**config.mk**
```make
export PLATFORM = sky130hd
export DESIGN_NAME = sbc_lane
export DESIGN_NICKNAME = d
export VERILOG_FILES = /design/src/sbc_pkg.sv /design/src/sbc_lane.sv
export SDC_FILE = /design/constraint.sdc
export NUM_CORES = 2
export LEC_CHECK = 0
export BUFFER_PORTS_ARGS = -buffer_cell sky130_fd_sc_hd__buf_2
export CORE_MARGIN = 3
export CORE_UTILIZATION = 35
export DETAILED_ROUTE_END_ITERATION = 12
export PLACE_DENSITY = 0.48
export SYNTH_ARGS = -nofsm -noshare
export SYNTH_HDL_FRONTEND = slang
export SYNTH_SLANG_ARGS = --single-unit
```
**constraint.sdc**
```tcl
create_clock -name clk_i -period 29.4 [get_ports clk_i]
set_input_delay 2.94 -clock clk_i [delete_from_list [all_inputs] [get_ports clk_i]]
set_output_delay 2.94 -clock clk_i [all_outputs]
set_load 0.1 [all_outputs]
```
**src/sbc_pkg.sv**
```systemverilog
// ----------------------------------------------------------------------------
// sbc_pkg
// Shared types and constants of the stereo bitcrusher mix block.
// ----------------------------------------------------------------------------
package sbc_pkg;

  localparam int unsigned SampleBitsDef = 24;
  localparam int unsigned PeakW         = 24;
  localparam int unsigned CfgIdxW       = 3;
  localparam int unsigned CfgDataW      = 25;
  localparam int unsigned LevelsW       = 17;
  localparam int unsigned RecipW        = 24;
  localparam int unsigned StepW         = 25;
  localparam int unsigned DryW          = 8;
  localparam int unsigned RwW           = RecipW + DryW;

  localparam logic [StepW-1:0]   PhaseOne    = 25'h100_0000;
  localparam logic [DryW-1:0]    DryFull     = 8'd128;
  localparam logic [LevelsW-1:0] LevelsReset = 17'd256;
  localparam logic [RecipW-1:0]  RecipReset  = 24'd32768;
  localparam logic [StepW-1:0]   StepReset   = 25'h100_0000;

  typedef enum logic [CfgIdxW-1:0] {
    CFG_BYPASS = 3'd0,
    CFG_MONO   = 3'd1,
    CFG_LEVELS = 3'd2,
    CFG_RECIP  = 3'd3,
    CFG_STEP   = 3'd4,
    CFG_DRY    = 3'd5
  } cfg_idx_e;

  typedef enum logic [1:0] {
    ST_IDLE  = 2'd0,
    ST_QUANT = 2'd1,
    ST_SCALE = 2'd2,
    ST_MIX   = 2'd3
  } state_e;

  typedef struct packed {
    logic crush;
    logic upd;
    logic mono;
    logic bypass;
  } ctrl_t;

  typedef struct packed {
    logic load;
    logic scale;
    logic hold;
  } lane_en_t;

endpackage

```
**src/sbc_lane.sv**
```systemverilog
// ----------------------------------------------------------------------------
// sbc_lane
// One channel: quantise, rescale with wet gain, hold, and add the dry part.
// ----------------------------------------------------------------------------
module sbc_lane #(
  parameter int unsigned SampleBits = sbc_pkg::SampleBitsDef
) (
  input  logic                               clk_i,
  input  logic                               rst_ni,
  input  sbc_pkg::lane_en_t                  en_i,
  input  logic signed [SampleBits-1:0]       x_i,
  input  logic [sbc_pkg::LevelsW-1:0]        levels_i,
  input  logic [sbc_pkg::DryW-1:0]           dry_i,
  input  logic [sbc_pkg::RwW-1:0]            rw_i,
  output logic signed [SampleBits-1:0]       x_o,
  output logic signed [SampleBits-1:0]       mix_o
);

  localparam int unsigned P1W  = SampleBits + sbc_pkg::LevelsW + 1;
  localparam int unsigned XdW  = SampleBits + sbc_pkg::DryW + 1;
  localparam int unsigned QW   = P1W - (SampleBits - 1);
  localparam int unsigned P2W  = QW + sbc_pkg::RwW + 1;
  localparam int unsigned HW   = P2W - 7;
  localparam int unsigned DdW  = XdW - 7;
  localparam int unsigned SumW = SampleBits + 3;

  localparam logic [P1W-1:0] P1Bias = {{(P1W - SampleBits + 1){1'b0}}, {(SampleBits - 1){1'b1}}};
  localparam logic [XdW-1:0] XdBias = {{(XdW - 7){1'b0}}, 7'h7f};
  localparam logic [P2W-1:0] P2Bias = {{(P2W - 7){1'b0}}, 7'h7f};
  localparam logic [SampleBits-1:0] SatMax = {1'b0, {(SampleBits - 1){1'b1}}};
  localparam logic [SampleBits-1:0] SatMin = {1'b1, {(SampleBits - 1){1'b0}}};

  logic signed [SampleBits-1:0] x_q;
  logic signed [P1W-1:0]        p1_q;
  logic signed [XdW-1:0]        xd_q;
  logic signed [P2W-1:0]        p2_q;
  logic signed [DdW-1:0]        dd_q;
  logic signed [SampleBits-1:0] held_q;
  logic signed [SampleBits-1:0] held_d;

  logic [P1W-1:0]        p1_sum;
  logic signed [QW-1:0]  q_val;
  logic [XdW-1:0]        xd_sum;
  logic signed [P2W-1:0] p2_d;
  logic [P2W-1:0]        p2_sum;
  logic [HW-1:0]         h_val;
  logic                  h_fits;
  logic signed [SumW-1:0] mix_sum;
  logic                  mix_fits;

  always_comb begin
    p1_sum = p1_q + (p1_q[P1W-1] ? P1Bias : '0);
    q_val  = p1_sum[P1W-1:SampleBits-1];
    p2_d   = P2W'(q_val) * P2W'($signed({1'b0, rw_i}));
    xd_sum = xd_q + (xd_q[XdW-1] ? XdBias : '0);
  end

  always_comb begin
    p2_sum = p2_q + (p2_q[P2W-1] ? P2Bias : '0);
    h_val  = p2_sum[P2W-1:7];
    h_fits = (&h_val[HW-1:SampleBits-1]) | ~(|h_val[HW-1:SampleBits-1]);
    if (h_fits) begin
      held_d = h_val[SampleBits-1:0];
    end else if (h_val[HW-1]) begin
      held_d = SatMin;
    end else begin
      held_d = SatMax;
    end
  end

  always_comb begin
    mix_sum  = SumW'(held_q) + SumW'(dd_q);
    mix_fits = (&mix_sum[SumW-1:SampleBits-1]) | ~(|mix_sum[SumW-1:SampleBits-1]);
    if (mix_fits) begin
      mix_o = mix_sum[SampleBits-1:0];
    end else if (mix_sum[SumW-1]) begin
      mix_o = SatMin;
    end else begin
      mix_o = SatMax;
    end
  end

  always_ff @(posedge clk_i) begin
    if (en_i.load) begin
      x_q  <= x_i;
      p1_q <= P1W'(x_i) * P1W'($signed({1'b0, levels_i}));
      xd_q <= XdW'(x_i) * XdW'($signed({1'b0, dry_i}));
    end
    if (en_i.scale) begin
      p2_q <= p2_d;
      dd_q <= xd_sum[XdW-1:7];
    end
  end

  always_ff @(posedge clk_i or negedge rst_ni) begin
    if (!rst_ni) begin
      held_q <= '0;
    end else if (en_i.hold) begin
      held_q <= held_d;
    end
  end

  assign x_o = x_q;

endmodule

```
==> reports/qor.yml <==
status:
  outcome: "complete, no violations"
detailed_routing:
  wirelength_um: 133700
  ant_nets: 0
  drtIter0Drc: 1687
  vias: 35160
  wire_per_inst_um: 18.50
  firstDrtPassIters: 5
  drc: 0
  routed_via_density: 4.864
worst_setup_path:
  setup.worst_path.start: "p1_q[41]"
  reg2regPathDepth: 35
  slowest_stage: "edfxtp_1"
  setup.worst_path.end: "p2_q[45]"
  cpPeakStageDelay_ps: 790
  rr_startpoint: "p1_q[41]"
  timing_worst_setup_path_type: "reg2reg"
  cp_common_cell: "fa_1"
  r2r_end: "p2_q[45]"
  required_ps: 29690
  crit_fanout: 32
  worstPathArrival_ps: 10910
  crit_path_end_kind: "register"
  cp-start-kind: "register"
  r2r_slack_ps: 18780
finish:
  nets: 6869
  fin_area_mm2: 0.05401
  drive_above_1_share_pct: 5.129
  fillers: 14640
  area_growth_pct: 6.355
placement:
  port_buffers: 133
  place.gp.congestion: 0.8394
  dp_hpwl_um: 103500
  dpl_cell_area_mm2: 0.05327
  dp_worst_setup_slack_ps: 18730
floorplan:
  io_pins: 134
  start_util_pct: 35.31
  core_region_area_mm2: 0.1438
  die_h_um: 386.9
  fp.dieArea_mm2: 0.1497
  fp.dieW_um: 386.9
  rows: 139
synth:
  synth.top_cell.area_share_pct: 41.83
  ys.flop_type: "edfxtp_1"
  synth.top_cells.by_area: "fa_1 (42%), edfxtp_1 (10%), ha_1 (10%)"
  synth.mux.area_fraction_pct: 0.08131
  syn_avg_cell_area_um2: 9.481
  ys_ff_latch: 201
  syn_area_mm2: 0.05078
  synth_edf_count: 177
  synth_xor_area_share_pct: 3.639
  ys_warn_count: 0
  ys_seq_area_share_pct: 11.65
  syn_nets: 6919
  synth_compound_area_share_pct: 6.576
  synthAdderAreaFrac_pct: 52.08
  ys_types: 84
  synth.top_cells.by_count: "inv_1 (1138), fa_1 (1061), nand2_1 (715)"
  synth_top_family_by_area: "adder cells"
  ys_async_sr_fraction_pct: 11.94
  synth_most_common_cell: "inv_1"
  synthCells: 5356
  yosysTopAreaCell: "fa_1"
  synth-simple-area-share_pct: 15.71
worst_hold_path:
  hold_class: "reg2reg"
timing:
  worst_clock_skew_ps: 24.56
  setup_ws_ps: 18780
  period_share_pct: 36.13
  hold_viol: 0
  fmax_mhz: 94.15
  report.final.slew_viol_count: 0
  slew_headroom_pct: 34.28
  setup_viol: 0
  rsz0062_at_grt: "no"
  worst_pin_slew_ps: 985.8
  tns_ps: 0
  period_minus_slack_ps: 10620
clock_tree:
  cts-root-buf: "clkbuf_16"
  cts-hold-fix-buffers: 0
  post_cts_buffers: 0
  h-tree-depth: 1
  cts_tree: "built"
  insertion_delay_ps: 570
  clockBufferDepth: 3
  cts.clk_slew.worst_paths_ps: 60
  ctsResizeCount: 0
  numClockSinks: 201
  cts_inserted_buffers: 23
global_routing:
  antenna_found_initial: 4
  grt_pass1_vias: 38710
  grt_use_total_pct: 18.25
  gr-total-overflow: 0
  grt_pass1_wl_um: 217900
  grt_max_degree: 66
run:
  max-cap-violations: 0
-- layer usage --
| metal | GRT usage (%) | wire [µm] |
|---|---|---|
| met4 | 3.189 | 2352 |
| met1 | 24.39 | 59570 |
| met3 | 1.741 | 4510 |
| met2 | 32.45 | 67270 |
| met5 | 0 | 34 |
-- kinds of logic (layout without fill, tap and decap cells) --
group | count (synthesis) | count (layout)
and+or+nand+nor | 1600 | 1600
adders and majority gates | 1477 | 1477
buffers and inverters | 1376 | 1343
AOI/OAI and AO/OA | 487 | 487
xor gates and xnor gates | 211 | 211
DFF | 201 | 201
muxes | 4 | 4
other | 0 | 2
-- final cells by class --
cell class / instances / area (µm²) / share of cell area, %
antenna: 2 / 5.005 / 0.009267
timing repair buffer: 163 / 895.9 / 1.659
multi-input combinational: 3779 / 39810 / 73.70
clock inverter: 15 / 141.4 / 0.2618
clock buffer: 27 / 590.6 / 1.094
tap: 1903 / 2381 / 4.409
inverter: 1138 / 4272 / 7.909
sequential: 201 / 5916 / 10.95
-- state kept, by name (all words and copies together) (netlist names) --
signal / cells
p1_q: 42
x_o: 24
held_q: 24
xd_q: 33
p2_q: 52
dd_q: 26
-- critical path, delay by kind of cell (launching register included) --
kind / cells / cell delay [ps]
DFF: 1 / 790
AOI/OAI and AO/OA: 13 / 2720
buffers and inverters: 6 / 650
and+or+nand+nor: 5 / 1530
adders and majority gates: 9 / 4280
xor gates and xnor gates: 2 / 290
-- worst min-delay path by stage --
stage	startpoint	slack [ps]	to	cells past startpoint
floorplan	held_q[0]	510	held_q[0]	2
global placement	xd_q[24]	560	dd_q[17]	1
detailed placement	held_q[16]	570	held_q[16]	2
CTS	xd_q[30]	580	dd_q[23]	1
global route	held_q[21]	610	held_q[21]	2
finish	held_q[21]	580	held_q[21]	2
-- cell usage in the layout, fill, tap and decap left out, types with 68 or more instances in the layout --
| cell type | synthesis | routed |
|---|---|---|
| o21ai_0 | 68 | 68 |
| nor2_1 | 99 | 99 |
| buf_2 | 14 | 131 |
| edfxtp_1 | 177 | 177 |
| xnor2_1 | 145 | 130 |
| ha_1 | 416 | 416 |
| and2_1 | 543 | 543 |
| a21oi_1 | 159 | 159 |
| fa_1 | 1061 | 1061 |
| inv_1 | 1138 | 1138 |
| nand2_1 | 715 | 715 |
-- through the flow --
stage / utilization, % / hold WS [ps] / cells
2_1_floorplan: - / 510.7 / 5356
3_3_place_gp: 37.04 / 561.7 / 7184
3_5_place_dp: 37.04 / 567.2 / 7184
4_1_cts: 37.55 / 583.1 / 7226
5_1_grt: 37.55 / 605.8 / 7226
6_report: 37.55 / 577.7 / 7228
Power is not shown: default switching activity piles up to over one toggle a cycle in this logic, so the estimate is an artifact.
