**src/sbc_pkg.sv**
```systemverilog
// ----------------------------------------------------------------------------
// sbc_pkg
// Shared types and constants of the stereo bitcrusher mix block.
// ----------------------------------------------------------------------------
package sbc_pkg;

  localparam int unsigned SampleBitsDef = 24;
  localparam int unsigned PeakW         = 24;
  localparam int unsigned CfgIdxW       = 3;
  localparam int unsigned CfgDataW      = 25;
  localparam int unsigned LevelsW       = 17;
  localparam int unsigned RecipW        = 24;
  localparam int unsigned StepW         = 25;
  localparam int unsigned DryW          = 8;
  localparam int unsigned RwW           = RecipW + DryW;

  localparam logic [StepW-1:0]   PhaseOne    = 25'h100_0000;
  localparam logic [DryW-1:0]    DryFull     = 8'd128;
  localparam logic [LevelsW-1:0] LevelsReset = 17'd256;
  localparam logic [RecipW-1:0]  RecipReset  = 24'd32768;
  localparam logic [StepW-1:0]   StepReset   = 25'h100_0000;

  typedef enum logic [CfgIdxW-1:0] {
    CFG_BYPASS = 3'd0,
    CFG_MONO   = 3'd1,
    CFG_LEVELS = 3'd2,
    CFG_RECIP  = 3'd3,
    CFG_STEP   = 3'd4,
    CFG_DRY    = 3'd5
  } cfg_idx_e;

  typedef enum logic [1:0] {
    ST_IDLE  = 2'd0,
    ST_QUANT = 2'd1,
    ST_SCALE = 2'd2,
    ST_MIX   = 2'd3
  } state_e;

  typedef struct packed {
    logic crush;
    logic upd;
    logic mono;
    logic bypass;
  } ctrl_t;

  typedef struct packed {
    logic load;
    logic scale;
    logic hold;
  } lane_en_t;

endpackage

```
**src/sbc_merge.sv**
```systemverilog
// ----------------------------------------------------------------------------
// sbc_merge
// Combine the lane results by mode, keep the peak meter, register the output.
// ----------------------------------------------------------------------------
module sbc_merge #(
  parameter int unsigned SampleBits = sbc_pkg::SampleBitsDef
) (
  input  logic                             clk_i,
  input  logic                             rst_ni,
  input  sbc_pkg::ctrl_t                   ctrl_i,
  input  logic                             peak_en_i,
  input  logic signed [SampleBits-1:0]     left_in_i,
  input  logic                             done_i,
  input  logic signed [SampleBits-1:0]     x_l_i,
  input  logic signed [SampleBits-1:0]     x_r_i,
  input  logic signed [SampleBits-1:0]     mix_l_i,
  input  logic signed [SampleBits-1:0]     mix_r_i,
  input  logic                             out_stall_i,
  output logic                             ready_o,
  output logic                             out_valid_o,
  output logic signed [SampleBits-1:0]     left_out_o,
  output logic signed [SampleBits-1:0]     right_out_o,
  output logic [sbc_pkg::PeakW-1:0]        peak_level_o
);

  localparam int unsigned CmpW = (SampleBits > sbc_pkg::PeakW) ? SampleBits : sbc_pkg::PeakW;

  logic [sbc_pkg::PeakW-1:0]    peak_q;
  logic [SampleBits-1:0]        mag;
  logic [CmpW-1:0]              mag_ext;
  logic [CmpW-1:0]              peak_ext;

  logic                         out_valid_q;
  logic signed [SampleBits-1:0] left_q;
  logic signed [SampleBits-1:0] right_q;
  logic [sbc_pkg::PeakW-1:0]    peak_out_q;
  logic signed [SampleBits-1:0] left_d;
  logic signed [SampleBits-1:0] right_d;
  logic                         load;

  always_comb begin
    mag      = left_in_i[SampleBits-1] ? SampleBits'(-left_in_i) : SampleBits'(left_in_i);
    mag_ext  = CmpW'(mag);
    peak_ext = CmpW'(peak_q);
  end

  always_ff @(posedge clk_i or negedge rst_ni) begin
    if (!rst_ni) begin
      peak_q <= '0;
    end else if (peak_en_i && (mag_ext > peak_ext)) begin
      peak_q <= sbc_pkg::PeakW'(mag_ext);
    end
  end

  always_comb begin
    if (ctrl_i.mono) begin
      left_d  = x_l_i;
      right_d = '0;
    end else if (ctrl_i.bypass) begin
      left_d  = x_l_i;
      right_d = x_r_i;
    end else begin
      left_d  = mix_l_i;
      right_d = mix_r_i;
    end
  end

  assign ready_o = !out_valid_q || !out_stall_i;
  assign load    = done_i && ready_o;

  always_ff @(posedge clk_i or negedge rst_ni) begin
    if (!rst_ni) begin
      out_valid_q <= 1'b0;
    end else if (load) begin
      out_valid_q <= 1'b1;
    end else if (!out_stall_i) begin
      out_valid_q <= 1'b0;
    end
  end

  always_ff @(posedge clk_i) begin
    if (load) begin
      left_q     <= left_d;
      right_q    <= right_d;
      peak_out_q <= peak_q;
    end
  end

  assign out_valid_o  = out_valid_q;
  assign left_out_o   = left_q;
  assign right_out_o  = right_q;
  assign peak_level_o = peak_out_q;

endmodule

```
**config.mk**
```make
export PLATFORM = sky130hd
export DESIGN_NAME = sbc_merge
export DESIGN_NICKNAME = d
export VERILOG_FILES = /design/src/sbc_pkg.sv /design/src/sbc_merge.sv
export SDC_FILE = /design/constraint.sdc
export NUM_CORES = 1
export LEC_CHECK = 0
export BUFFER_PORTS_ARGS = -buffer_cell sky130_fd_sc_hd__buf_2
export CORE_UTILIZATION = 44
export DETAILED_ROUTE_END_ITERATION = 10
export GPL_ROUTABILITY_DRIVEN = 0
export GPL_TIMING_DRIVEN = 0
export PLACE_DENSITY = 0.83
export SLEW_MARGIN = 10
export SYNTH_ARGS = -nofsm -noshare
export SYNTH_HDL_FRONTEND = slang
export SYNTH_SLANG_ARGS = --single-unit
```
**constraint.sdc**
```tcl
create_clock -name clk_i -period 2.9 [get_ports clk_i]
set_input_delay 0.29 -clock clk_i [delete_from_list [all_inputs] [get_ports clk_i]]
set_output_delay 0.29 -clock clk_i [all_outputs]
set_load 0.01 [all_outputs]
```
==> flow_summary.json, run 1 <==
{
  "outcome": "complete, but fails checks",
  "violations": "setup timing",
  "worst_ep_arrival_time_ns": 4.25,
  "vias": 3835,
  "antenna_found_initial": 2,
  "place_area_mm2": 0.006035,
  "critPathTopFamily": "buffers and inverters",
  "die_w_um": 106.6,
  "finalWorstSetupSlack_ns": -1.084,
  "synth_edf_count": 72,
  "grt_pass1_wl_um": 19190,
  "rows": 37,
  "clk_latency_ns": 0.36,
  "dp_cells": 690,
  "fin_area_mm2": 0.006511,
  "drcViolationCount": 0,
  "fin_skew_ns": 0.01101,
  "chipHeight_um": 106.6,
  "clock-sinks": 97,
  "crit_path_top_delay_cell": "or4_4",
  "ios": 203,
  "worst_hold_slack_ns": 0.1201,
  "yosysSeqAreaShare_pct": 57.93,
  "synthCells": 355,
  "max_freq_mhz": 251.0,
  "initial_core_util_pct": 45.99,
  "synth.top_cells.by_count": "72 x edfxtp_1, 48 x mux2_2, 26 x nor2_1",
  "yosys.cell_count.top_type": "edfxtp_1",
  "rsz0062_at_grt": "true",
  "dieArea_mm2": 0.01136,
  "clockBufferDepth": 2,
  "power_density_mw_per_mm2": 648.7,
  "hold_violations": 0,
  "root_buffer": "clkbuf_8",
  "critPathMaxFanout": 5,
  "grt_max_degree": 49,
  "crit_type": "in2reg",
  "ys_ff_latch": 97,
  "first_iter_violations": 141,
  "path_cells": "buf_8, or4_4, or3_4, or4_4, o41ai_4, xnor2_2, buf_4, buf_4, buf_4, buf_4, buf_4, buf_4, buf_4, buf_4, buf_4, buf_4, buf_4, buf_4, buf_4, buf_4, buf_4, mux2_2",
  "fin_crit_ns": 3.984,
  "cp_data_required_time_ns": 3.16,
  "async_flop_share_pct": 25.77,
  "relSlewSlack_pct": 51.26,
  "ant_nets": 0,
  "ys.flop_type": "edfxtp_1",
  "cts.clk_slew.worst_paths_ns": 0.10,
  "post_drt_wl_per_cell_um": 17.45,
  "synthesis.area_mm2": 0.004812,
  "h-tree-depth": 3,
  "syn_avg_cell_area_um2": 13.56,
  "nets": 747,
  "grt.overflow.total": 0,
  "cts_tree": "built",
  "grt_usage_pct": 22.31,
  "setup_violations": 24,
  "dp_slack_ns": -1.631,
  "synthTopCellsByArea": "edfxtp_1 45%, dfrtp_1 13%, mux2_2 11%",
  "max_cap_violations": 0,
  "drive_gt1_share_pct": 51.51,
  "viasPerCell": 5.211,
  "core_region_area_mm2": 0.01046,
  "post-route-period-util_pct": 137.4,
  "crit_buf_inv": 16,
  "critPathLaunchType": "input port",
  "first_global_vias": 3948,
  "hold_class": "in2reg",
  "routed_wl_um": 12840,
  "hpwl_um": 9567,
  "crit_path_max_incr_delay_ns": 0.53,
  "syn_nets": 509,
  "crit_path_end_kind": "register",
  "ir_drop_mv": 0.3650,
  "areaGrowthSynthToFinish_pct": 35.31,
  "yosysWarningCount": 0,
  "p_leak_nw": 2.941,
  "cp_common_cell": "buf_4",
  "cts-buffers-inserted": 9,
  "synth_cell_types": 35,
  "tightest_slew_ns": 0.7311,
  "numPortBuffers": 198,
  "yosysTopAreaCell": "edfxtp_1",
  "drv_slew": 0,
  "drtPass1Iterations": 4,
  "synth_largest_type_area_fraction_pct": 44.93,
  "instances_no_fill": 736
}
worst reg2reg max path, cell delays in order (launching register included):
cell and delay [ns]:
dfrtp_1 0.38, inv_1 0.06, ha_1 0.31, nand4_1 0.15, or4_4 0.59, a211o_1 0.29, nand4_1 0.13, o311ai_4 0.15
buf_6 0.18, mux2_4 0.29
final timing paths:
| path | startpoint | end | slack [ns] | depth (start not counted) |
|---|---|---|---|---|
| max in group asynchronous | rst_ni | peak_ext[8] | 2.04 | 2 |
| max | left_in_i[7] | peak_ext[17] | -1.08 | 22 |
| min in group asynchronous | rst_ni | peak_ext[16] | 0.46 | 2 |
| min reg2reg | peak_ext[3] | peak_level_o[3] | 0.48 | 0 |
| max reg2reg | peak_ext[11] | peak_ext[11] | 0.27 | 9 |
| min | done_i | out_valid_o | 0.12 | 2 |
report_power, final:
group          total (W)  internal [W]  leakage, nW  switching (W)
clock           0.000846      0.000329       0.0917       0.000517
sequential       0.00199       0.00184        0.989       0.000152
combinational    0.00139      0.000707         1.86       0.000680
state kept, by name (all words and copies together) (netlist names):
name	cells
out_valid_o	1
left_out_o	24
right_out_o	24
peak_ext	24
peak_level_o	24
cells in the final DEF (no fill, tap or decap), types with 2 or more instances in the layout:
master and count:
diode_2 2, edfxtp_1 72, o31ai_4 2, buf_4 26, mux2i_1 24, mux2_2 47
or4_4 5, ha_1 25, xnor2_1 19, inv_1 25, dfrtp_1 25, or4_1 2
a21oi_1 11, nand4_1 7, o21ai_0 9, clkbuf_8 9, inv_8 2, or3_4 2
nand2_1 11, o21ai_1 3, buf_6 4, o31ai_1 3, buf_2 196, xnor2_2 2
inv_6 2, clkbuf_1 9, nor2_1 26, or3_1 4, nand2b_1 4
timing repair:
action	CTS	global route
hold endpoints to repair	25	0
gates cloned	1	0
hold buffers	1	0
endpoints found under the setup margin	24	24
pin swaps	2	0
resized for setup	10	4
setup buffers	24	2
layout make-up:
type,instances,area (µm²)
multi-input combinational,221,1967
timing repair buffer,227,1244
buffer,12,60.06
sequential,97,2788
inverter,25,93.84
fill,823,3951
antenna,2,5.005
clock inverter,7,60.06
clock buffer,9,123.9
tap,136,170.2
cells by family after synthesis:
kind of cell	after synthesis	synth area share, %
adders and majority gates	25	6.500
and+or+nand+nor	67	7.514
muxes	72	16.22
DFF	97	57.93
buffers and inverters	37	2.938
AOI/OAI and AO/OA	36	5.070
xor gates and xnor gates	21	3.822
routing by layer:
metal | up-vias | global-route usage, % | routed length (µm)
li1 | 1794 | - | -
met1 | 1824 | 24.39 | 4772
met2 | 181 | 41.52 | 6761
met3 | 36 | 3.647 | 856
met4 | 0 | 11.06 | 451
met5 | - | 0 | 0
metrics by stage:
stage | utilization [%] | power, W | TNS (ns)
6_report | 62.23 | 0.004224 | -25.10
5_1_grt | 62.23 | 0.004481 | -27.33
4_1_cts | 61.78 | 0.004226 | -23.90
3_5_place_dp | 57.68 | 0.003279 | -38.29
3_3_place_gp | 57.46 | 0.003208 | -64.46
2_1_floorplan | - | 0.002835 | -26.94
Note: power is estimated with default switching activity, not from simulation.
==> run 2: changes to the inputs <==
==> constraint.sdc (replaced) <==
create_clock -name clk_i -period 2.9 [get_ports clk_i]
set_input_delay 0.145 -clock clk_i [delete_from_list [all_inputs] [get_ports clk_i]]
set_output_delay 0.145 -clock clk_i [all_outputs]
set_load 0.01 [all_outputs]
==> run 2 against run 1 <==
  * Via count is 0.26% higher
  * Worst hold slack got worse by 0.094 ns
  * First-iteration DRC count down 16%
  * Largest power group unchanged
  * Highest routed layer unchanged
  * Worst setup slack improved by 0.15 ns
  * The run still ends with setup timing left
  * Sequential share of layout area decreased by 0.066 points
  * Fmax grew 3.8%
  * Clock skew about the same
  * Sequential cell count unchanged
==> flow_summary.json, run 2 (synthesis gave the netlist of run 1 again) <==
{
  "crit_type": "in2reg",
  "reg2reg_to": "peak_ext[11]",
  "critPathMaxFanout": 5,
  "grt_usage_pct": 22.33,
  "hpwl_um": 9567,
  "rsz0062_at_grt": "true",
  "core_region_area_mm2": 0.01046,
  "antenna_found_initial": 2,
  "h-tree-depth": 3,
  "crit-reg2reg-launch": "peak_ext[11]",
  "p_leak_nw": 2.945,
  "ios": 203,
  "rrSetupSlack_ns": 0.28,
  "drtPass1Iterations": 4,
  "crit_path_max_incr_delay_ns": 0.53,
  "clock-sinks": 97,
  "totalPowerFinal_w": 0.004217,
  "r2r_cells": 9,
  "grt_max_degree": 49,
  "first_iter_violations": 118,
  "outcome": "complete, but fails checks",
  "worst_ep_arrival_time_ns": 4.10,
  "routed_wl_um": 12830,
  "use_met3_pct": 3.647,
  "drv_slew": 0,
  "hold_end": "out_valid_o",
  "grt.met2_usage_pct": 41.61,
  "post_drt_wl_per_cell_um": 17.40,
  "grt_pass1_wl_um": 19220,
  "finalWorstSetupSlack_ns": -0.9371,
  "root_buffer": "clkbuf_8",
  "cts-buffers-inserted": 9,
  "crit_buf_inv": 16,
  "vias": 3845,
  "cp_data_required_time_ns": 3.16,
  "violations": "setup timing",
  "final_cell_mix": "196 x buf_2, 72 x edfxtp_1, 47 x mux2_2, 26 x nor2_1, 26 x buf_4",
  "cp_num_cells": 22,
  "viasPerCell": 5.217,
  "worst_hold_slack_ns": 0.02607,
  "ant_nets": 0,
  "tns_ns": -21.65,
  "crit_path_top_delay_cell": "or4_4",
  "hold_class": "in2reg",
  "die_w_um": 106.6,
  "dp_slack_ns": -1.486,
  "cts_tree": "built",
  "rows": 37,
  "clockBufferDepth": 2,
  "first_global_vias": 3956,
  "critPathLaunchType": "input port",
  "initial_core_util_pct": 45.99,
  "relSlewSlack_pct": 51.26,
  "worstHoldPathCells": 3,
  "drcViolationCount": 0,
  "chipHeight_um": 106.6,
  "cp_common_cell": "buf_4",
  "clk_latency_ns": 0.36,
  "post-route-period-util_pct": 132.3,
  "n_fill_cell": 822,
  "crit_path_end_kind": "register",
  "fin_crit_ns": 3.837,
  "critPathTopFamily": "buffers and inverters",
  "path_cells": "buf_8, or4_4, or3_4, or4_4, o41ai_4, xnor2_2, buf_4, buf_4, buf_4, buf_4, buf_4, buf_4, buf_4, buf_4, buf_4, buf_4, buf_4, buf_4, buf_4, buf_4, buf_4, mux2_2",
  "max_freq_mhz": 260.6,
  "grt_util_met1_pct": 24.39,
  "seq_area_mm2": 0.002788,
  "grt.overflow.total": 0,
  "tightest_slew_ns": 0.7312,
  "layout_commonest_cell": "buf_2",
  "hold_violations": 0,
  "multi_input_area_mm2": 0.001967,
  "setup_violations": 24,
  "dieArea_mm2": 0.01136,
  "hp-start": "out_stall_i",
  "power_density_mw_per_mm2": 646.7,
  "cts.clk_slew.worst_paths_ns": 0.10,
  "areaGrowthSynthToFinish_pct": 35.52,
  "nets": 748,
  "grt-busiest-layer": "met2",
  "ir_drop_mv": 0.3651,
  "numPortBuffers": 198,
  "max_cap_violations": 0,
  "drive_gt1_share_pct": 51.42,
  "fin_skew_ns": 0.01054
}
[run 2: where the power goes]
group	internal (W)	leakage, nW	switching [W]
logic	0.000708	1.86	0.000679
registers	0.00184	0.989	0.000150
clock network	0.000329	0.0917	0.000512
total	0.00288	2.95	0.00134
[run 2: cell type report]
class / instances / share of cell area (%)
Sequential cell: 97 / 42.75
Buffer: 12 / 0.9210
Inverter: 25 / 1.439
Tap cell: 136 / 2.609
Timing Repair Buffer: 228 / 19.22
Multi-Input combinational cell: 221 / 30.16
Clock buffer: 9 / 1.899
Clock inverter: 7 / 0.9210
Antenna cell: 2 / 0.07675
[run 2: worst max-delay path by stage]
| stage | slack (ns) | from | to |
|---|---|---|---|
| floorplan | -1.00 | left_in_i[1] | peak_ext[10] |
| global route | -1.02 | left_in_i[7] | peak_ext[11] |
| finish | -0.94 | left_in_i[7] | peak_ext[17] |
| detailed placement | -1.49 | left_in_i[7] | peak_ext[4] |
| CTS | -0.87 | left_in_i[7] | peak_ext[12] |
| global placement | -1.38 | left_in_i[7] | peak_ext[16] |
[run 2: metrics by stage]
stage | util, % | instances | cell area, µm²
floorplan | - | 355 | 4851
global placement | 57.46 | 689 | 6012
detailed placement | 57.68 | 690 | 6035
CTS | 61.88 | 733 | 6474
global route | 62.33 | 737 | 6521
finish | 62.33 | 737 | 6521
[run 2: repair_timing]
item	4_1_cts	5_1_grt
resized for setup	10	4
endpoints found under the setup margin	24	24
setup buffers	24	2
pin swaps	2	0
hold buffers	2	0
cloned	1	0
hold endpoints to repair	26	0
[run 2: worst min-delay path, stage by stage]
cell and delay, ns:
buf_2 0.07, nand2_1 0.07, nand2b_1 0.07
[run 2: routing by layer]
metal  wire length (µm)  up-vias
li1                   -     1796
met1               4740     1834
met2               6751      179
met3                882       36
met4                451        0
met5                  0        -
